===== config.mk =====
export PLATFORM = sky130hd
export DESIGN_NAME = text_line_ending_converter
export DESIGN_NICKNAME = d
export VERILOG_FILES = /design/src/hw/rtl/tlec_pkg.sv /design/src/hw/rtl/tlec_step.sv /design/src/hw/rtl/text_line_ending_converter.sv
export VERILOG_INCLUDE_DIRS = /design/src /design/src/hw/rtl
export SDC_FILE = /design/constraint.sdc
export NUM_CORES = 1
export LEC_CHECK = 0
export ABC_AREA = 1
export CAP_MARGIN = 10
export CORE_MARGIN = 4
export CORE_UTILIZATION = 30
export CTS_BUF_LIST = sky130_fd_sc_hd__clkbuf_8
export CTS_CLUSTER_SIZE = 24
export DETAILED_ROUTE_END_ITERATION = 12
export DONT_BUFFER_PORTS = 1
export MAX_ROUTING_LAYER = met4
export SLEW_MARGIN = 40
export SYNTH_ARGS = -nofsm -noshare
export SYNTH_HDL_FRONTEND = slang
export SYNTH_SLANG_ARGS = --single-unit

===== constraint.sdc =====
create_clock -name clk -period 5.6 [get_ports clk]
set_clock_uncertainty 0.1 [all_clocks]
set_input_delay 0.56 -clock clk [delete_from_list [all_inputs] [get_ports clk]]
set_output_delay 0.56 -clock clk [all_outputs]
set_load 0.01 [all_outputs]

===== src/hw/rtl/assert_macros.svh =====
// Assertion macros used by the top-level RTL module of the line-ending converter.
// Needs a clock named clk and an active-low reset named rst_n in the using module.
`ifndef ASSERT_MACROS_SVH
`define ASSERT_MACROS_SVH

// Checks a property on every rising clock edge outside reset.
`define TLEC_ASSERT(label, prop, msg) \
  label: assert property (@(posedge clk) disable iff (!rst_n) (prop)) else $error(msg);

// Checks a property on every rising clock edge, reset included.
`define TLEC_ASSERT_ALWAYS(label, prop, msg) \
  label: assert property (@(posedge clk) (prop)) else $error(msg);

`endif


===== src/hw/rtl/tlec_pkg.sv =====
// Package for the text line-ending converter: payload structs, scanner state
// and character constants. No dependencies.
package tlec_pkg;

  localparam logic [1:0] MODE_LF_TO_CRLF = 2'd0;
  localparam logic [1:0] MODE_CRLF_TO_LF = 2'd1;
  localparam logic [1:0] MODE_GBK        = 2'd2;

  localparam logic [7:0] CH_CR        = 8'h0D;
  localparam logic [7:0] CH_LF        = 8'h0A;
  localparam logic [7:0] GBK_LEAD_LO  = 8'h81;
  localparam logic [7:0] GBK_LEAD_HI  = 8'hFE;
  localparam logic [7:0] GBK_DIGIT_LO = 8'h30;
  localparam logic [7:0] GBK_DIGIT_HI = 8'h39;
  localparam logic [7:0] GBK_SPACE    = 8'hA1;

  localparam int LINES_W = 32;

  localparam logic [1:0] GBK_FIRST = 2'd0;
  localparam logic [1:0] GBK_LEAD  = 2'd1;
  localparam logic [1:0] GBK_REM2  = 2'd2;
  localparam logic [1:0] GBK_REM1  = 2'd3;

  typedef struct packed {
    logic [7:0] in_byte;
    logic       end_of_stream;
  } tlec_in_t;

  typedef struct packed {
    logic [7:0]         out_byte;
    logic               out_last;
    logic [LINES_W-1:0] lines_in;
    logic [LINES_W-1:0] lines_changed;
    logic [LINES_W-1:0] lines_out;
  } tlec_out_t;

  typedef struct packed {
    logic       held_valid;
    logic [7:0] held_value;
    logic       prev_was_cr;
    logic [1:0] gbk_phase;
    logic       line_touched;
    logic       line_has_bytes;
  } tlec_state_t;

  // Bytes produced by one request and the counter increments it causes.
  typedef struct packed {
    logic [1:0] n_out;
    logic [7:0] byte0;
    logic [7:0] byte1;
    logic       inc_in;
    logic       inc_changed;
    logic [1:0] inc_out;
  } tlec_step_t;

endpackage


===== src/hw/rtl/tlec_step.sv =====
// Combinational byte step of the line-ending converter: next scanner state,
// up to two output bytes and counter increments. Depends on tlec_pkg.
module tlec_step (
  input  logic [1:0]           mode,
  input  tlec_pkg::tlec_state_t st,
  input  tlec_pkg::tlec_in_t   in_data,
  output tlec_pkg::tlec_state_t st_nxt,
  output tlec_pkg::tlec_step_t res
);
  import tlec_pkg::*;

  tlec_state_t s;
  tlec_step_t  r;
  logic [7:0]  b;
  logic [7:0]  lead;
  logic        done;

  function automatic tlec_step_t put_byte(tlec_step_t p, logic [7:0] v);
    tlec_step_t q;
    q = p;
    if (q.n_out == 2'd0) begin
      q.byte0 = v;
    end else if (q.n_out == 2'd1) begin
      q.byte1 = v;
    end
    if (q.n_out != 2'd2) begin
      q.n_out = q.n_out + 2'd1;
    end
    return q;
  endfunction

  function automatic tlec_step_t count_line(tlec_step_t p, logic touched);
    tlec_step_t q;
    q = p;
    q.inc_in  = 1'b1;
    q.inc_out = q.inc_out + 2'd1;
    if (touched) begin
      q.inc_changed = 1'b1;
    end
    return q;
  endfunction

  function automatic tlec_state_t clear_line(tlec_state_t p);
    tlec_state_t q;
    q = p;
    q.line_touched   = 1'b0;
    q.line_has_bytes = 1'b0;
    q.prev_was_cr    = 1'b0;
    q.gbk_phase      = GBK_FIRST;
    q.held_valid     = 1'b0;
    return q;
  endfunction

  always_comb begin
    s    = st;
    r    = '0;
    b    = in_data.in_byte;
    lead = st.held_value;
    done = 1'b0;
    unique case (mode)
      MODE_CRLF_TO_LF: begin
        // A held CR is resolved by the byte that follows it.
        if (s.held_valid) begin
          s.held_valid = 1'b0;
          if (b == CH_LF) begin
            r = put_byte(r, CH_LF);
            s.line_touched = 1'b1;
            r = count_line(r, s.line_touched);
            s = clear_line(s);
            done = 1'b1;
          end else begin
            r = put_byte(r, CH_CR);
          end
        end
        if (!done) begin
          if (b == CH_CR) begin
            s.held_valid     = 1'b1;
            s.held_value     = CH_CR;
            s.line_has_bytes = 1'b1;
          end else if (b == CH_LF) begin
            r = put_byte(r, CH_LF);
            r = count_line(r, s.line_touched);
            s = clear_line(s);
          end else begin
            r = put_byte(r, b);
            s.line_has_bytes = 1'b1;
          end
        end
      end
      MODE_GBK: begin
        if (b == CH_LF) begin
          if (s.held_valid) begin
            r = put_byte(r, s.held_value);
          end
          r = put_byte(r, CH_LF);
          r = count_line(r, s.line_touched);
          s = clear_line(s);
        end else begin
          s.line_has_bytes = 1'b1;
          case (s.gbk_phase)
            GBK_LEAD: begin
              s.held_valid = 1'b0;
              if (b >= GBK_DIGIT_LO && b <= GBK_DIGIT_HI) begin
                r = put_byte(r, lead);
                r = put_byte(r, b);
                s.gbk_phase = GBK_REM2;
              end else if (lead == GBK_SPACE && b == GBK_SPACE) begin
                // Full-width space becomes a line break.
                r = put_byte(r, CH_CR);
                r = put_byte(r, CH_LF);
                r.inc_out = r.inc_out + 2'd1;
                s.line_touched = 1'b1;
                s.gbk_phase = GBK_FIRST;
              end else begin
                r = put_byte(r, lead);
                r = put_byte(r, b);
                s.gbk_phase = GBK_FIRST;
              end
            end
            GBK_REM2: begin
              r = put_byte(r, b);
              s.gbk_phase = GBK_REM1;
            end
            GBK_REM1: begin
              r = put_byte(r, b);
              s.gbk_phase = GBK_FIRST;
            end
            default: begin
              if (b >= GBK_LEAD_LO && b <= GBK_LEAD_HI) begin
                s.held_valid = 1'b1;
                s.held_value = b;
                s.gbk_phase  = GBK_LEAD;
              end else begin
                r = put_byte(r, b);
              end
            end
          endcase
        end
      end
      default: begin
        // LF to CR LF; the unused mode code behaves the same way.
        if (b == CH_LF) begin
          if (!s.prev_was_cr) begin
            r = put_byte(r, CH_CR);
            s.line_touched = 1'b1;
          end
          r = put_byte(r, CH_LF);
          r = count_line(r, s.line_touched);
          s = clear_line(s);
        end else begin
          r = put_byte(r, b);
          s.prev_was_cr    = (b == CH_CR);
          s.line_has_bytes = 1'b1;
        end
      end
    endcase

    if (in_data.end_of_stream) begin
      if (s.held_valid) begin
        r = put_byte(r, s.held_value);
      end
      if (s.line_has_bytes) begin
        r = count_line(r, s.line_touched);
      end
      s = clear_line(s);
    end

    st_nxt = s;
    res    = r;
  end

endmodule


===== src/hw/rtl/text_line_ending_converter.sv =====
// Top level of the text line-ending converter: state, counters and a two-entry
// result register. Depends on tlec_pkg, tlec_step and assert_macros.svh.
//
//   Channel | Ports                          | Moves
//   --------+--------------------------------+------------------------------------
//   in      | in_valid, in_stall, in_data    | one source byte and end-of-stream
//   out     | out_valid, out_stall, out_data | one output byte with line counters
//   cfg     | cfg_we, cfg_data               | conversion mode
//
// A byte is converted in the cycle it is accepted; its results appear on the
// next cycle. One request per cycle when each byte yields at most one result
// and the output is not stalled; a byte that yields two holds the input while
// the two-entry result register drains. Reset is synchronous.
// A stalled output stops the input once the result register cannot empty.
`include "assert_macros.svh"

module text_line_ending_converter #(
  parameter int COUNT_WIDTH = 32
) (
  input  logic                clk,
  input  logic                rst_n,
  input  logic                in_valid,
  output logic                in_stall,
  input  tlec_pkg::tlec_in_t  in_data,
  output logic                out_valid,
  input  logic                out_stall,
  output tlec_pkg::tlec_out_t out_data,
  input  logic                cfg_we,
  input  logic [1:0]          cfg_data
);
  import tlec_pkg::*;

  localparam logic [COUNT_WIDTH-1:0] COUNT_MAX = {COUNT_WIDTH{1'b1}};

  logic [1:0]             mode_r;
  tlec_state_t            state_r, state_nxt, step_state;
  tlec_step_t             step_res;
  logic [COUNT_WIDTH-1:0] count_in_r, count_in_nxt;
  logic [COUNT_WIDTH-1:0] count_changed_r, count_changed_nxt;
  logic [COUNT_WIDTH-1:0] count_out_r, count_out_nxt;
  logic [1:0]             ob_cnt_r, ob_cnt_nxt;
  logic [7:0]             ob_byte0_r, ob_byte0_nxt;
  logic [7:0]             ob_byte1_r, ob_byte1_nxt;
  logic                   in_acc;
  logic                   out_pop;

  function automatic logic [COUNT_WIDTH-1:0] sat_add(logic [COUNT_WIDTH-1:0] v,
                                                     logic [1:0] amt);
    logic [COUNT_WIDTH:0] sum;
    sum = {1'b0, v} + (COUNT_WIDTH+1)'(amt);
    return sum[COUNT_WIDTH] ? COUNT_MAX : sum[COUNT_WIDTH-1:0];
  endfunction

  tlec_step u_step (
    .mode    (mode_r),
    .st      (state_r),
    .in_data (in_data),
    .st_nxt  (step_state),
    .res     (step_res)
  );

  assign out_pop  = out_valid && !out_stall;
  // Take a new request only when the result register is empty by the next edge.
  assign in_stall = (ob_cnt_r == 2'd2) || ((ob_cnt_r == 2'd1) && out_stall);
  assign in_acc   = in_valid && !in_stall;

  always_comb begin
    state_nxt         = state_r;
    count_in_nxt      = count_in_r;
    count_changed_nxt = count_changed_r;
    count_out_nxt     = count_out_r;
    ob_cnt_nxt        = ob_cnt_r;
    ob_byte0_nxt      = ob_byte0_r;
    ob_byte1_nxt      = ob_byte1_r;
    if (cfg_we) begin
      state_nxt.held_valid  = 1'b0;
      state_nxt.prev_was_cr = 1'b0;
      state_nxt.gbk_phase   = GBK_FIRST;
    end else if (in_acc) begin
      state_nxt         = step_state;
      count_in_nxt      = sat_add(count_in_r, {1'b0, step_res.inc_in});
      count_changed_nxt = sat_add(count_changed_r, {1'b0, step_res.inc_changed});
      count_out_nxt     = sat_add(count_out_r, step_res.inc_out);
    end
    if (in_acc) begin
      ob_cnt_nxt   = step_res.n_out;
      ob_byte0_nxt = step_res.byte0;
      ob_byte1_nxt = step_res.byte1;
    end else if (out_pop) begin
      ob_cnt_nxt   = ob_cnt_r - 2'd1;
      ob_byte0_nxt = ob_byte1_r;
    end
  end

  always_ff @(posedge clk) begin
    if (!rst_n) begin
      mode_r          <= MODE_LF_TO_CRLF;
      state_r         <= '0;
      count_in_r      <= '0;
      count_changed_r <= '0;
      count_out_r     <= '0;
      ob_cnt_r        <= 2'd0;
    end else begin
      if (cfg_we) begin
        mode_r <= cfg_data;
      end
      state_r         <= state_nxt;
      count_in_r      <= count_in_nxt;
      count_changed_r <= count_changed_nxt;
      count_out_r     <= count_out_nxt;
      ob_cnt_r        <= ob_cnt_nxt;
    end
  end

  always_ff @(posedge clk) begin
    ob_byte0_r <= ob_byte0_nxt;
    ob_byte1_r <= ob_byte1_nxt;
  end

  // The counters only change on an accepted request, which needs a result register that
  // is empty or is sending its last entry, so the live counters belong to the bytes still waiting.
  assign out_valid              = (ob_cnt_r != 2'd0);
  assign out_data.out_byte      = ob_byte0_r;
  assign out_data.out_last      = (ob_cnt_r == 2'd1);
  assign out_data.lines_in      = LINES_W'(count_in_r);
  assign out_data.lines_changed = LINES_W'(count_changed_r);
  assign out_data.lines_out     = LINES_W'(count_out_r);

  `TLEC_ASSERT(a_acc_drained, in_acc |-> (ob_cnt_r == 2'd0 || (ob_cnt_r == 2'd1 && out_pop)), "request accepted while results still pending")
  `TLEC_ASSERT(a_pair_follows, (out_pop && !out_data.out_last) |=> out_valid, "second result of a request went missing")
  `TLEC_ASSERT(a_hold_mode, state_r.held_valid |-> (mode_r == MODE_CRLF_TO_LF || mode_r == MODE_GBK), "byte held in a mode that never holds")
  `TLEC_ASSERT(a_gbk_phase, (state_r.gbk_phase != GBK_FIRST) |-> (mode_r == MODE_GBK), "GBK scanner active outside GBK mode")
  `TLEC_ASSERT(a_cnt_range, ob_cnt_r != 2'd3, "result register holds more than two entries")
  `TLEC_ASSERT_ALWAYS(a_reset_idle, !rst_n |=> !out_valid, "result offered right after reset")

endmodule


### After elaboration in Yosys (flattened, before gate mapping)

Cells that the tools add are included.

| storage, ports and cells | value |
|---|---|
| register bits after elaboration | 130 |
| bits in latches | 0 |
| memory bits (writable) | 0 |
| memory bits (read-only) | 0 |
| input bits | 16 |
| output and inout port bits | 107 |
| logic and storage cells | 198 |
| memories kept | 0 |

| cells by class | value |
|---|---|
| add/subtract/negate cells | 15 |
| multipliers | 0 |
| div/mod/pow operators | 0 |
| magnitude comparators | 4 |
| eq/ne operators | 27 |
| shifts and indexed selects | 0 |
| mux-type cells | 111 |
| bitwise logic cells | 2 |
| reductions and logical operators | 26 |

Operators by type and width:

| kind | number |
|---|---|
| $mux W22 | 15 |
| $mux W8 | 25 |
| $mux W32 | 3 |
| $pmux W22 S2 | 2 |
| $add A32 B1 Y33 | 2 |
| $mux W21 | 3 |
| $mux W2 | 25 |
| $mux W14 | 3 |
| $mux W9 | 4 |
| $add A32 B2 Y33 | 1 |
| $pmux W14 S2 | 1 |
| $add A2 B1 Y2 const B | 11 |
| $eq A2 B1 Y1 const B | 10 |
| $mux W20 | 1 |
| $mux W1 | 17 |
| $eq A8 B4 Y1 const B | 2 |
| $eq A8 B8 Y1 const B | 2 |
| $mux W4 | 4 |
| $mux W15 | 1 |
| $logic_not A2 Y1 | 7 |
| $ne A2 B2 Y1 const B | 7 |
| $mux W13 | 1 |
| $mux W5 | 2 |
| $eq A2 B2 Y1 const B | 4 |
| 20 further kinds | 32 |

### Depth between registers and ports, before layout

Gate-level depths: netlist of run 1.

| logic depth | value |
|---|---|
| word-level depth | 25 |
| gate-level depth with buffers | 24 |

### Cells and area by module

Synthesis of run 1 repeated with hierarchy kept, for this count alone.

| second synthesis, totals | value |
|---|---|
| cells, all modules | 1457 |
| area, all modules | 9022.4 um^2 |

Modules (own cells, without submodules):

| module | times used | cells an instance | area an instance (um^2) | seq. area each (um^2) |
|---|---|---|---|---|
| text_line_ending_converter | 1 | 1084 | 7146.9 | 2762.6 |
| tlec_step | 1 | 373 | 1875.5 | 0.0 |

### Worst setup path before layout of run 1

Ideal clock, no wire load.

| timing | value |
|---|---|
| path kind | input -> register |
| start point | input in_data[1] (netlist name) |
| end point | register count_changed_r[10] |
| setup time | 0.069 ns |
| arrival | 3.312 ns |
| path slack | 2.119 ns |
| cell stages on the path | 23 |
| path buffers | 2 |
| path through | buf_2 -> inv_2 -> nand4_1 -> nor2_2 -> nand2_1 -> nand2_1 -> inv_1 -> a211oi_1 -> o22ai_1 -> nand2_1 -> ha_1 -> ha_1 -> inv_1 -> nor2_1 -> inv_1 -> nor2_4 -> nand2_2 -> nor2_4 -> nand3_4 -> nor2_4 -> nand4_4 -> buf_6 -> a21oi_2 |

| between the ends | value |
|---|---|
| cells in the longest elaborated chain, start to end | 16 |
| elaborated cells between the ends (all ways) | 43 |
| those cells by class | add/sub: 1; order compare: 2; eq/ne: 3; mux: 35; reduce/logical: 2 |

Ends and longest elaborated chain:

| element | RTL line | source |
|---|---|---|
| start, declared | text_line_ending_converter.sv:24 | `input tlec_pkg::tlec_in_t in_data,` |
| $eq A8 B4 Y1 | n/a |  |
| $mux W15 / $mux W5 (equally long branches) | tlec_step.sv:65 | `if (b == CH_LF) begin` |
| $mux W22 / $mux W5 (equally long branches) | tlec_step.sv:63 | `if (s.held_valid) begin` |
| $mux W22 / $mux W14 (equally long branches) | tlec_step.sv:60 | `unique case (mode)` |
| $mux W1 | tlec_step.sv:37 | `if (touched) begin` |
| $mux W20 | tlec_step.sv:80 | `end else if (b == CH_LF) begin` |
| $mux W22 | tlec_step.sv:76 | `if (b == CH_CR) begin` |
| $mux W22 | tlec_step.sv:75 | `if (!done) begin` |
| $pmux W22 S2 | tlec_step.sv:60 |  |
| $mux W22 | tlec_step.sv:159 | `if (s.held_valid) begin` |
| $mux W22 | tlec_step.sv:158 | `if (in_data.end_of_stream) begin` |
| $mux W1 | tlec_step.sv:37 |  |
| $mux W4 | tlec_step.sv:162 | `if (s.line_has_bytes) begin` |
| $mux W22 * | tlec_step.sv:158 |  |
| $add A32 B1 Y33 * | text_line_ending_converter.sv:50 | `sum = {1'b0, v} + (COUNT_WIDTH+1)'(amt);` |
| $mux W32 * | text_line_ending_converter.sv:51 | `return sum[COUNT_WIDTH] ? COUNT_MAX : sum[COUNT_WIDTH-1:0];` |
| end signal, assigned | text_line_ending_converter.sv:109 | `count_changed_r <= count_changed_nxt;` |
| end, declared | text_line_ending_converter.sv:39 | `logic [COUNT_WIDTH-1:0] count_changed_r, count_changed_nxt;` |

Mark *: on every way between the ends. The rest lies on a longest branch, timed or not. The select of a mux whose other input is x is not followed.
A chain may end at the register's enable or synchronous reset.

### Worst setup path after layout of run 1

| timing | value |
|---|---|
| start point | register mode_r[0] |
| end point | register count_out_r[17] |

| between the ends | value |
|---|---|
| cells in the longest elaborated chain, start to end | 9 |
| elaborated cells between the ends (all ways) | 11 |
| those cells by class | add/sub: 2; eq/ne: 2; mux: 7 |

Ends and longest elaborated chain:

| element | RTL line | source |
|---|---|---|
| start, declared | text_line_ending_converter.sv:35 | `logic [1:0] mode_r;` |
| start signal, assigned | text_line_ending_converter.sv:105 | `mode_r <= cfg_data;` |
| $eq A2 B2 Y1 / $eq A2 B1 Y1 (equally long branches) | tlec_step.sv:60 |  |
| $pmux W22 S2 | tlec_step.sv:60 |  |
| $mux W22 | tlec_step.sv:159 |  |
| $mux W22 | tlec_step.sv:158 |  |
| $add A2 B1 Y2 | tlec_step.sv:36 | `q.inc_out = q.inc_out + 2'd1;` |
| $mux W4 | tlec_step.sv:162 |  |
| $mux W22 * | tlec_step.sv:158 |  |
| $add A32 B2 Y33 * | text_line_ending_converter.sv:50 |  |
| $mux W32 * | text_line_ending_converter.sv:51 |  |
| end signal, assigned | text_line_ending_converter.sv:110 | `count_out_r <= count_out_nxt;` |
| end, declared | text_line_ending_converter.sv:40 | `logic [COUNT_WIDTH-1:0] count_out_r, count_out_nxt;` |

Marks and branches as above.

==> results of run 1 <==
state kept, by name (all words and copies together), names as in the netlist:
| name | cells |
|---|---|
| ob_byte0_r | 8 |
| mode_r | 2 |
| ob_byte1_r | 8 |
| count_in_r | 32 |
| count_changed_r | 32 |
| state_r | 13 |
| ob_cnt_r | 2 |
| count_out_r | 32 |
metal layers:
layer  track usage  vias to the layer above  share of wire
met2         0.278                      295           0.46
met1         0.224                     3755           0.45
li1              -                     4113              -
met4        0.0474                        0          0.014
met5             -                        -              0
met3        0.0446                       38          0.079
layout by cell type (no fill, tap or decap), types with 7 or more instances in the layout:
cell and count:
nor2_1 121, or2_2 9, a31oi_1 10, o21ai_0 81, nor3_1 30, nand3b_1 7, a21oi_2 20, dfxtp_1 113
nor4_1 8, xor2_1 32, a21oi_1 93, nand2_1 297, inv_2 10, o21ai_1 8, xnor2_1 23, ha_1 14
clkbuf_8 18, nand3_1 67, edfxtp_1 16, nor2_4 7, inv_1 132, nand4_1 45
worst paths after layout:
kind         slack, ns             endpoint        from  depth (start not counted)
max               1.42      count_out_r[17]   mode_r[0]                         21
min               0.14  count_changed_r[24]       rst_n                          2
max reg2reg       1.42      count_out_r[17]   mode_r[0]                         21
min reg2reg       0.37           state_r[4]  state_r[4]                          2
layout make-up:
| class | instances | share of cell area |
|---|---|---|
| Antenna cell | 1 | 0.000274 |
| Multi-Input combinational cell | 930 | 0.542 |
| Sequential cell | 129 | 0.300 |
| Clock buffer | 18 | 0.0271 |
| Tap cell | 378 | 0.0518 |
| Clock inverter | 14 | 0.0156 |
| Inverter | 144 | 0.0600 |
| Timing Repair Buffer | 4 | 0.00329 |
worst max-delay path, cell delays in order, from the launching register on:
cell and delay (ns):
dfxtp_1 0.33, inv_1 0.06, ha_1 0.53, clkinv_1 0.11, buf_4 0.24, nand2_1 0.15
o21ai_0 0.09, nor2_1 0.18, inv_1 0.10, xor2_1 0.16, inv_1 0.06, ha_1 0.21
fa_1 0.46, nand3_1 0.12, nor2_1 0.07, nand4_1 0.17, nor2_2 0.10, nand2_1 0.23
buf_4 0.30, o21ai_0 0.11, o21ai_0 0.15, inv_1 0.05
metrics by stage:
stage	instances	hold WS, ns
floorplan	1241	0.344
global placement	1585	0.355
detailed placement	1585	0.364
CTS	1617	0.107
global route	1618	0.120
finish	1618	0.139
kinds of logic after synthesis:
kind of cell,count (synthesis)
buffers and inverters,182
AOI/OAI and AO/OA,243
DFF,129
adders and majority gates,15
and+or+nand+nor,617
xor gates and xnor gates,55
power groups by stage:
stage / Combinational [mW] / Clock (mW) / Sequential (mW)
finish: 0.304 / 0.833 / 1.04
CTS: 0.306 / 0.853 / 1.04
global route: 0.346 / 0.892 / 1.04
floorplan: 0.234 / 0 / 1.05
detailed placement: 0.305 / 0 / 1.06
global placement: 0.306 / 0 / 1.06
==> impl_summary.log, run 1 <==
INFO  metric dr_vias = just over 8000
INFO  metric yosys.area_share.adder = 0.0232
INFO  metric starting_utilization_of_the_core_area = 0.304
INFO  metric syn_area_per_cell = 6.78 sq um
INFO  metric cts_inserted_buffers = 17
INFO  metric ioPinCount = 123
INFO  metric power_frac_seq = 0.477
INFO  metric postSynthCellCount = between 1000 and 1500
INFO  metric relSlewSlack = 0.478
INFO  metric mappedNetlistArea = 0.00841 sq mm
INFO  metric synth_seq_area_share = 0.326
INFO  metric via_count_of_the_first_global_routing_pass = 7898
INFO  metric clk_pin_slew_worst_paths = approximately 0.09 ns
INFO  metric dp_hpwl = 19.5 mm
INFO  metric rows = between 60 and 70
INFO  metric slew_at_the_pin_with_the_worst_max_slew_slack = 0.783 ns
INFO  metric post-synth-top-count-cell = nand2_1
INFO  metric drt-total-wl = 26.2 mm
INFO  metric final_cell_area = 0.00914 sq mm
INFO  metric power_switching_share = 0.317
INFO  metric synth_compound_gate_area_share = 0.168
INFO  metric synth_top_cell_area_share = 0.269
INFO  metric synthToLayoutAreaGrowth = 8.60%
INFO  metric layout_worst_path_cycle_share = 0.747
INFO  metric detail-route-antenna-nets = 0
INFO  metric critical_path.endpoint_type = flop
INFO  metric total_nets_after_synthesis = around 1300
INFO  metric fillCellCount = 3011
INFO  metric run_status = finished, final reports clean
INFO  metric drc_errors = 0
INFO  metric die_width = 175 um
INFO  metric cp.required = 5.86 ns
INFO  metric cellInternalPower = about 1.5 mW
INFO  metric detailedRoute.firstIterationViolations = 637
INFO  metric die_y = 175 um
INFO  metric postCtsSetupRepairBufs = 0
INFO  metric dpl_cell_area = 0.00874 sq mm
INFO  metric maxClockFrequency = ~240 MHz
INFO  metric gr-total-overflow = 0
INFO  metric placeableCoreArea = ~0.028 sq mm
INFO  metric seq_area = 0.00274 sq mm
INFO  metric post-layout-total-power = 2.17 mW
INFO  metric grt_setup_unrepaired = no
INFO  metric timing_hold_violations_final = 0
INFO  metric setup_viol = 0
INFO  metric max-clock-path-buffers = 2
INFO  metric pin_count_of_the_biggest_net_entering_global_routing = 61
INFO  metric yosys.area_share.simple = 0.340
INFO  metric start_kind = flop
INFO  metric synth.distinct_cells = 55
INFO  metric crit_fanout = 26
INFO  metric hold_class = in -> reg
INFO  metric cts_root_buf = clkbuf_8
INFO  metric yosys-mux-area-fraction = 0
INFO  metric finalMaxSlewViolations = 0
INFO  metric routed_wire_length_per_instance = 16.2 um
INFO  metric setup_total_negative_slack = 0 ns
INFO  metric cts_tree = yes
INFO  metric number_of_antenna_violations_at_the_first_check_in_global_routing = 2
INFO  metric dieArea = a little over 0.03 sq mm
INFO  metric layout.nets = 1257
INFO  metric ys_warn_count = 0
INFO  metric power.share.combinational = 0.140
INFO  metric cellLeakagePower = 3.26 nW
INFO  metric main_combinational_cell_family_by_area_after_synthesis = simple AND/OR/NAND/NOR gates
INFO  metric firstDrtPassIters = 5
INFO  metric power_density = 238 mW/mm^2
INFO  metric global_route.usage.total = 0.176
INFO  metric drt-vias-per-instance = approximately 5.1
INFO  metric top_ff_cell_synth = dfxtp_1
INFO  metric synth_enable_flop_cells = 16
INFO  metric first_pass_grt_wire_length = 42.8 mm
INFO  metric synthTopCellsByArea = dfxtp_1, nand2_1, inv_1
INFO  metric post_cts_resized = 0
INFO  metric final_core_utilization = 0.330
INFO  metric postCtsHoldBufs = 0
INFO  metric synth_async_sr_flop_share = 0
INFO  metric post-synth-top-area-cell = dfxtp_1
INFO  metric synth_xor_area_frac = 0.0573
INFO  metric cts_sinks = about 130
INFO  metric fin_crit = 4.18 ns
INFO  metric placement.io_buffers = 0
INFO  metric ir_drop = 119 uV
INFO  metric clkPwrFrac = 0.383
INFO  metric crit_path_arrival_time = 4.44 ns
INFO  metric layout-drive-gt1-share = 0.0888
INFO  metric gp_routability_congestion = 0.976
INFO  metric net-switching-power = 688 uW
INFO  metric synth_top_cells_by_count = nand2_1, inv_1, nor2_1, dfxtp_1, a21oi_1
INFO  metric cts_htree_levels = 4
INFO  metric criticalPathCategory = reg -> reg
INFO  metric multi_input_logic_area = 0.00495 sq mm
INFO  metric postLayoutSetupSlackWorst = 1.42 ns
INFO  metric placement.setup.worst_slack = 1.42 ns
INFO  metric synth.ff_latch_count = 129
INFO  metric timing.max_cap.violations = 0
INFO  metric clock_insertion_delay_worst_skew = between 0.4 and 0.5 ns
No activity file was read; power rests on OpenSTA's default activity.
==> inputs of run 2 (changes only) <==
--- a/config.mk
+++ b/config.mk
@@ -6,7 +6,7 @@
 export SDC_FILE = /design/constraint.sdc
 export NUM_CORES = 1
 export LEC_CHECK = 0
-export ABC_AREA = 1
+export ABC_AREA = 0
 export CAP_MARGIN = 10
 export CORE_MARGIN = 4
 export CORE_UTILIZATION = 30
==> constraint.sdc (replaced) <==
create_clock -name clk -period 4.16 [get_ports clk]
set_clock_uncertainty 0.1 [all_clocks]
set_input_delay 0.416 -clock clk [delete_from_list [all_inputs] [get_ports clk]]
set_output_delay 0.416 -clock clk [all_outputs]
set_load 0.01 [all_outputs]
==> impl_summary.log, run 2 <==
INFO  metric dp_hpwl = 15.7 mm (-20%)
INFO  metric ir_drop = 228 uV (+92%)
INFO  metric crit_path_arrival_time = 4.10 ns (-0.34 ns)
INFO  metric synth.ff_latch_count = 129 (unchanged)
INFO  metric starting_utilization_of_the_core_area = 0.306 (+0.00278)
INFO  metric pin_count_of_the_biggest_net_entering_global_routing = 51 (-16%)
INFO  metric cts_root_buf = clkbuf_8
INFO  metric firstDrtPassIters = 5 (unchanged)
INFO  metric cts_tree = yes
INFO  metric relSlewSlack = 0.441 (-0.0377)
INFO  metric slew_at_the_pin_with_the_worst_max_slew_slack = 0.832 ns (+0.0494 ns)
INFO  metric drt-total-wl = 22.0 mm (-16%)
INFO  metric grt_setup_unrepaired = no
INFO  metric synth.distinct_cells = 76 (+38%)
INFO  metric via_count_of_the_first_global_routing_pass = 6236 (-21%)
INFO  metric dr_vias = 6646 (-19%)
INFO  metric postCtsSetupRepairBufs = 0 (unchanged)
INFO  metric routed_wire_length_per_instance = 18.3 um (+13%)
INFO  metric die_width = 163 um (-7.1%)
INFO  metric synthToLayoutAreaGrowth = 14.0%
INFO  metric power_density = 357 mW/mm^2 (+50%)
INFO  metric start_kind = flop
INFO  metric run_status = finished, final reports clean
INFO  metric final_cell_area = 0.00822 sq mm (-10%)
INFO  metric post-synth-top-count-cell = dfxtp_1
INFO  metric syn_area_per_cell = 8.40 sq um (+24%)
INFO  metric maxClockFrequency = 259 MHz (+8.5%)
INFO  metric first_pass_grt_wire_length = 35.0 mm (-18%)
INFO  metric synth_seq_area_share = 0.380 (+0.0542)
INFO  metric synth_top_cell_area_share = 0.314 (+0.0447)
INFO  metric mostFrequentLayoutCell = dfxtp_1
INFO  metric dieArea = 0.0266 sq mm (-14%)
INFO  metric detail-route-antenna-nets = 0 (unchanged)
INFO  metric ioPinCount = 123 (unchanged)
INFO  metric die_y = 163 um (-7.1%)
INFO  metric placement.io_buffers = 0 (unchanged)
INFO  metric synth_top_cells_by_count = dfxtp_1, a21oi_1, nand2_1, nor2_1, nand3_1
INFO  metric clock_insertion_delay_worst_skew = 0.44 ns (-0.02 ns)
INFO  metric max-clock-path-buffers = 2 (unchanged)
INFO  metric timing_hold_violations_final = 0 (unchanged)
INFO  metric global_route.usage.total = 0.168 (-0.00764)
INFO  metric drt-vias-per-instance = 5.53 (+9.1%)
INFO  metric synthTopCellsByArea = dfxtp_1, edfxtp_1, a21oi_1
INFO  metric gr-total-overflow = 0 (unchanged)
INFO  metric timing.max_cap.violations = 0 (unchanged)
INFO  metric cts_htree_levels = 4 (unchanged)
INFO  metric synth_enable_flop_cells = 16 (unchanged)
INFO  metric cellLeakagePower = 2.78 nW (-15%)
INFO  metric top_ff_cell_synth = dfxtp_1
INFO  metric clk_pin_slew_worst_paths = 0.09 ns (about the same)
INFO  metric hold_class = in -> reg
INFO  metric crit_fanout = 8 (-69%)
INFO  metric total_nets_after_synthesis = 890 (-30%)
INFO  metric criticalPathCategory = reg -> reg
INFO  metric cp.required = 4.40 ns (-1.46 ns)
INFO  metric setup_total_negative_slack = 0 ns (unchanged)
INFO  metric mostFrequentLayoutCells = dfxtp_1, a21oi_1, nand2_1
INFO  metric drc_errors = 0 (unchanged)
INFO  metric rows = 56 (-8.2%)
INFO  metric layout_worst_path_cycle_share = 0.927 (+0.180)
INFO  metric ys_warn_count = 0 (unchanged)
INFO  metric post-synth-top-area-cell = dfxtp_1
INFO  metric mappedNetlistArea = 0.00721 sq mm (-14%)
INFO  metric cts_inserted_buffers = 17 (unchanged)
INFO  metric detailedRoute.firstIterationViolations = 592 (-7.1%)
INFO  metric number_of_antenna_violations_at_the_first_check_in_global_routing = 1 (-1)
INFO  metric cts_sinks = 129 (unchanged)
INFO  metric fin_crit = 3.85 ns (-0.326 ns)
INFO  metric gp_routability_congestion = 0.961 (-1.6%)
INFO  metric layout-drive-gt1-share = 0.108 (+0.0189)
INFO  metric synth_async_sr_flop_share = 0 (unchanged)
INFO  metric setup_viol = 0 (unchanged)
INFO  metric postSynthCellCount = 859 (-31%)
INFO  metric placeableCoreArea = 0.0235 sq mm (-15%)
INFO  metric layout_top_registers = count_changed_r (32), count_in_r (32), count_out_r (32)
INFO  metric finalMaxSlewViolations = 0 (unchanged)
INFO  metric layout.nets = 900 (-28%)
INFO  metric dpl_cell_area = 0.00771 sq mm (-12%)
INFO  metric critical_path.endpoint_type = flop
[run 2: cell count changes after synthesis, moves of 20 or more]
cell     before  now
a21oi_2      20    0
nor2_1      121   58
inv_1       131   29
and3_1        0   21
o21ai_0      81   26
nand2_1     297   72
[run 2: final timing paths]
path	slack (ns)	cells after the start	end	from
setup reg to reg	0.31	14	count_out_r[22]	state_r[9]
hold reg to reg	0.44	2	mode_r[0]	mode_r[0]
hold / removal	0.04	2	mode_r[0]	cfg_we
setup / recovery	0.31	14	count_out_r[22]	state_r[9]
[run 2: cell type report]
| type | count | area (sq um) |
|---|---|---|
| sequential | 129 | 2740 |
| inverter | 30 | 115 |
| antenna | 1 | 2.50 |
| fill | 2521 | 15300 |
| clock inverter | 13 | 198 |
| tap | 319 | 399 |
| timing repair buffer | 39 | 313 |
| multi-input combinational | 652 | 4190 |
| clock buffer | 19 | 262 |
[run 2: routing by layer]
metal | GRT usage | vias to the layer above | wire length [um]
li1 | - | 3208 | -
met1 | 0.216 | 3152 | 9760
met2 | 0.252 | 245 | 9910
met3 | 0.0543 | 41 | 1900
met4 | 0.0530 | 0 | 478
met5 | - | - | 0
[run 2: power breakdown]
part | switching [mW] | internal, mW | total, mW | leakage [nW]
Combinational | 0.208 | 0.107 | 0.315 | 1.48
Clock | 0.562 | 0.698 | 1.26 | 0.228
Sequential | 0.0417 | 1.32 | 1.36 | 1.07
[run 2: cell families (layout without fill, tap and decap cells)]
logic type / after synthesis / in the layout / share of synthesized area
simple gates: 343 / 343 / 0.255
xor+xnor: 69 / 69 / 0.0838
flops: 129 / 129 / 0.380
mux: 11 / 11 / 0.0154
compound gates: 214 / 214 / 0.195
other cells: 0 / 1 / 0
buf+inv: 78 / 101 / 0.0430
fa+ha+maj: 15 / 15 / 0.0271
[run 2: timing repair]
item / 4_1_cts / 5_1_grt
setup endpoints to repair: 0 / 5
hold buffers: 3 / 0
resized for setup: 0 / 2
endpoints found under the hold margin: 16 / 0
[run 2: worst max-delay path: stages (launching register included)]
cell and delay, ns:
dfxtp_1 0.36, or4b_2 0.65, or4_1 0.46, nor3_2 0.23, buf_4 0.17, inv_1 0.05, o21ai_0 0.16, ha_1 0.22
fa_1 0.20, nand4_1 0.21, nor4_2 0.34, buf_4 0.22, and3_1 0.19, nand3_1 0.08, o211a_1 0.13
[run 2: per-stage QoR]
step	worst slack (ns)	cells	hold WS (ns)	utilization	power (mW)
2_1_floorplan	0.137	859	0.371	-	1.60
6_report	0.305	1202	0.0424	0.349	2.94
3_3_place_gp	0.160	1166	0.402	0.327	1.70
5_1_grt	0.0382	1202	0.0144	0.349	3.08
4_1_cts	0.184	1201	0.00437	0.348	2.99
3_5_place_dp	0.141	1166	0.416	0.328	1.70
==> inputs of run 3 (changes only) <==
--- a/config.mk
+++ b/config.mk
@@ -15,6 +15,7 @@
 export DETAILED_ROUTE_END_ITERATION = 12
 export DONT_BUFFER_PORTS = 1
 export MAX_ROUTING_LAYER = met4
+export REMOVE_ABC_BUFFERS = 1
 export SLEW_MARGIN = 40
 export SYNTH_ARGS = -nofsm -noshare
 export SYNTH_HDL_FRONTEND = slang
==> impl_summary.log, run 3 (synthesized netlist as in run 2, its figures left out) <==
INFO  metric run_status = finished, final reports clean
INFO  metric global_route.usage.total = 0.168 (about the same)
INFO  metric cts_htree_levels = 4 (unchanged)
INFO  metric dr_vias = 6676 (+0.45%)
INFO  metric detailedRoute.firstIterationViolations = 566 (-4.4%)
INFO  metric drt-vias-per-instance = 5.57 (+0.79%)
INFO  metric crit_path_arrival_time = 4.08 ns (-0.02 ns)
INFO  metric dieArea = 0.0266 sq mm (unchanged)
INFO  metric cts_tree = yes
INFO  metric hold_class = in -> reg
INFO  metric post_layout_nonfiller_instances = 1198 (-0.33%)
INFO  metric layout_worst_path_cycle_share = 0.936 (+0.00900)
INFO  metric max-clock-path-buffers = 2 (unchanged)
INFO  metric power_density = 337 mW/mm^2 (-5.6%)
INFO  metric timing_hold_violations_final = 0 (unchanged)
INFO  metric number_of_antenna_violations_at_the_first_check_in_global_routing = 0 (-1)
INFO  metric cellLeakagePower = 2.75 nW (-0.82%)
INFO  metric layout-drive-gt1-share = 0.102 (-0.00532)
INFO  metric mostFrequentLayoutCell = dfxtp_1
INFO  metric layout.nets = 899 (-0.11%)
INFO  metric die_y = 163 um (unchanged)
INFO  metric setup_viol = 0 (unchanged)
INFO  metric placeableCoreArea = 0.0235 sq mm (unchanged)
INFO  metric fillCellCount = 2472 (-1.9%)
INFO  metric rows = 56 (unchanged)
INFO  metric drc_errors = 0 (unchanged)
INFO  metric maxClockFrequency = 257 MHz (-0.96%)
INFO  metric clk_pin_slew_worst_paths = 0.08 ns (about the same)
INFO  metric relSlewSlack = 0.498 (+0.0576)
INFO  metric slew_at_the_pin_with_the_worst_max_slew_slack = 0.752 ns (-0.0804 ns)
INFO  metric place.detailed.instances = 1165 (-0.086%)
INFO  metric gp_routability_congestion = 0.975 (+1.5%)
INFO  metric pin_count_of_the_biggest_net_entering_global_routing = 39 (-24%)
INFO  metric start_kind = flop
INFO  metric cts_sinks = 129 (unchanged)
INFO  metric dp_hpwl = 16.2 mm (+2.9%)
INFO  metric timing.max_cap.violations = 0 (unchanged)
INFO  metric cts_inserted_buffers = 17 (unchanged)
INFO  metric ir_drop = 151 uV (-34%)
INFO  metric routed_wire_length_per_instance = 18.4 um (+0.55%)
INFO  metric mostFrequentLayoutCells = dfxtp_1, a21oi_1, nand2_1
INFO  metric cts_root_buf = clkbuf_8
INFO  metric crit_fanout = 5 (-3)
INFO  metric starting_utilization_of_the_core_area = 0.306 (unchanged)
INFO  metric postLayoutSetupSlackWorst = 0.268 ns (-0.0374 ns)
INFO  metric detail-route-antenna-nets = 0 (unchanged)
INFO  metric drt-total-wl = 22.1 mm (+0.21%)
INFO  metric placement.setup.worst_slack = 0.165 ns (+0.0238 ns)
INFO  metric cp.required = 4.35 ns (-0.05 ns)
INFO  metric synthToLayoutAreaGrowth = 12.5%
INFO  metric first_pass_grt_wire_length = 34.7 mm (-0.61%)
INFO  metric die_width = 163 um (unchanged)
INFO  metric layout_top_registers = count_changed_r (32), count_in_r (32), count_out_r (32)
INFO  metric gr-total-overflow = 0 (unchanged)
INFO  metric via_count_of_the_first_global_routing_pass = 6328 (+1.5%)
INFO  metric clock_insertion_delay_worst_skew = 0.44 ns (about the same)
INFO  metric finalMaxSlewViolations = 0 (unchanged)
INFO  metric fin_crit = 3.89 ns (+0.0374 ns)
INFO  metric grt_setup_unrepaired = no
INFO  metric criticalPathCategory = reg -> reg
INFO  metric critical_path.endpoint_type = flop
INFO  metric post-layout-total-power = 2.74 mW (-6.8%)
INFO  metric ioPinCount = 123 (unchanged)
INFO  metric placement.io_buffers = 0 (unchanged)
INFO  metric antenna_cells = 0 (-1)
INFO  metric firstDrtPassIters = 7 (+2)
## run 3: changes by cell type in the layout (fill, tap and decap cells not counted), sizes merged
| cell | previous run | this run |
|---|---|---|
| diode | 1 | 0 |
| bufinv | 4 | 2 |
| buf | 36 | 35 |
| inv | 34 | 33 |
| clkinv | 4 | 5 |
## run 3: critical path, stage by stage, from the launching register on
cell and delay (ns):
dfxtp_1 0.35, or4b_2 0.67, or4_1 0.49, nor3_1 0.22, buf_4 0.16, inv_1 0.04
o21ai_0 0.20, ha_1 0.23, fa_1 0.20, nand4_1 0.18, buf_4 0.21, nor2_1 0.26
nand4_1 0.16, xor2_1 0.16, a21oi_1 0.08
## run 3: through the flow
| stage | setup TNS (ns) | cell area [sq um] | hold slack (ns) | utilization |
|---|---|---|---|---|
| floorplan | -6.77 | 7020 | 0.371 | - |
| global placement | 0 | 7680 | 0.405 | 0.326 |
| detailed placement | 0 | 7690 | 0.426 | 0.327 |
| CTS | 0 | 8100 | 0.00114 | 0.344 |
| global route | 0 | 8120 | 0.0260 | 0.345 |
| finish | 0 | 8120 | 0.0356 | 0.345 |
## run 3: worst paths after layout
path | from | end | slack, ns | cells past startpoint
setup / recovery | state_r[11] | count_out_r[12] | 0.27 | 14
hold / removal | cfg_we | mode_r[0] | 0.04 | 2
setup reg to reg | state_r[11] | count_out_r[12] | 0.27 | 14
hold reg to reg | state_r[1] | state_r[1] | 0.43 | 2
## run 3: repair_timing
action | 4_1_cts | 5_1_grt
endpoints found under the setup margin | 0 | 8
hold buffers | 3 | 0
hold endpoints to repair | 16 | 0
resized for setup | 0 | 4
buffers inserted | 0 | 0
## run 3: metal layers
layer,track usage,share of wire,vias to the layer above
met5,-,0,-
met4,0.0457,0.016,0
met2,0.262,0.47,263
met1,0.206,0.43,3174
met3,0.0616,0.092,32
li1,-,-,3207
## run 3: cell type report
cell class,count,area (sq um),share of cell area
tap,319,399,0.0492
multi-input combinational,652,4190,0.516
clock inverter,11,116,0.0143
timing repair buffer,38,293,0.0361
sequential,129,2740,0.338
clock buffer,19,262,0.0322
inverter,30,113,0.0139
## run 3: report_power, final
part / switching (mW) / internal [mW] / total (mW)
Clock: 0.509 / 0.554 / 1.06
Combinational: 0.202 / 0.105 / 0.308
Sequential: 0.0474 / 1.32 / 1.37
Total: 0.759 / 1.98 / 2.74
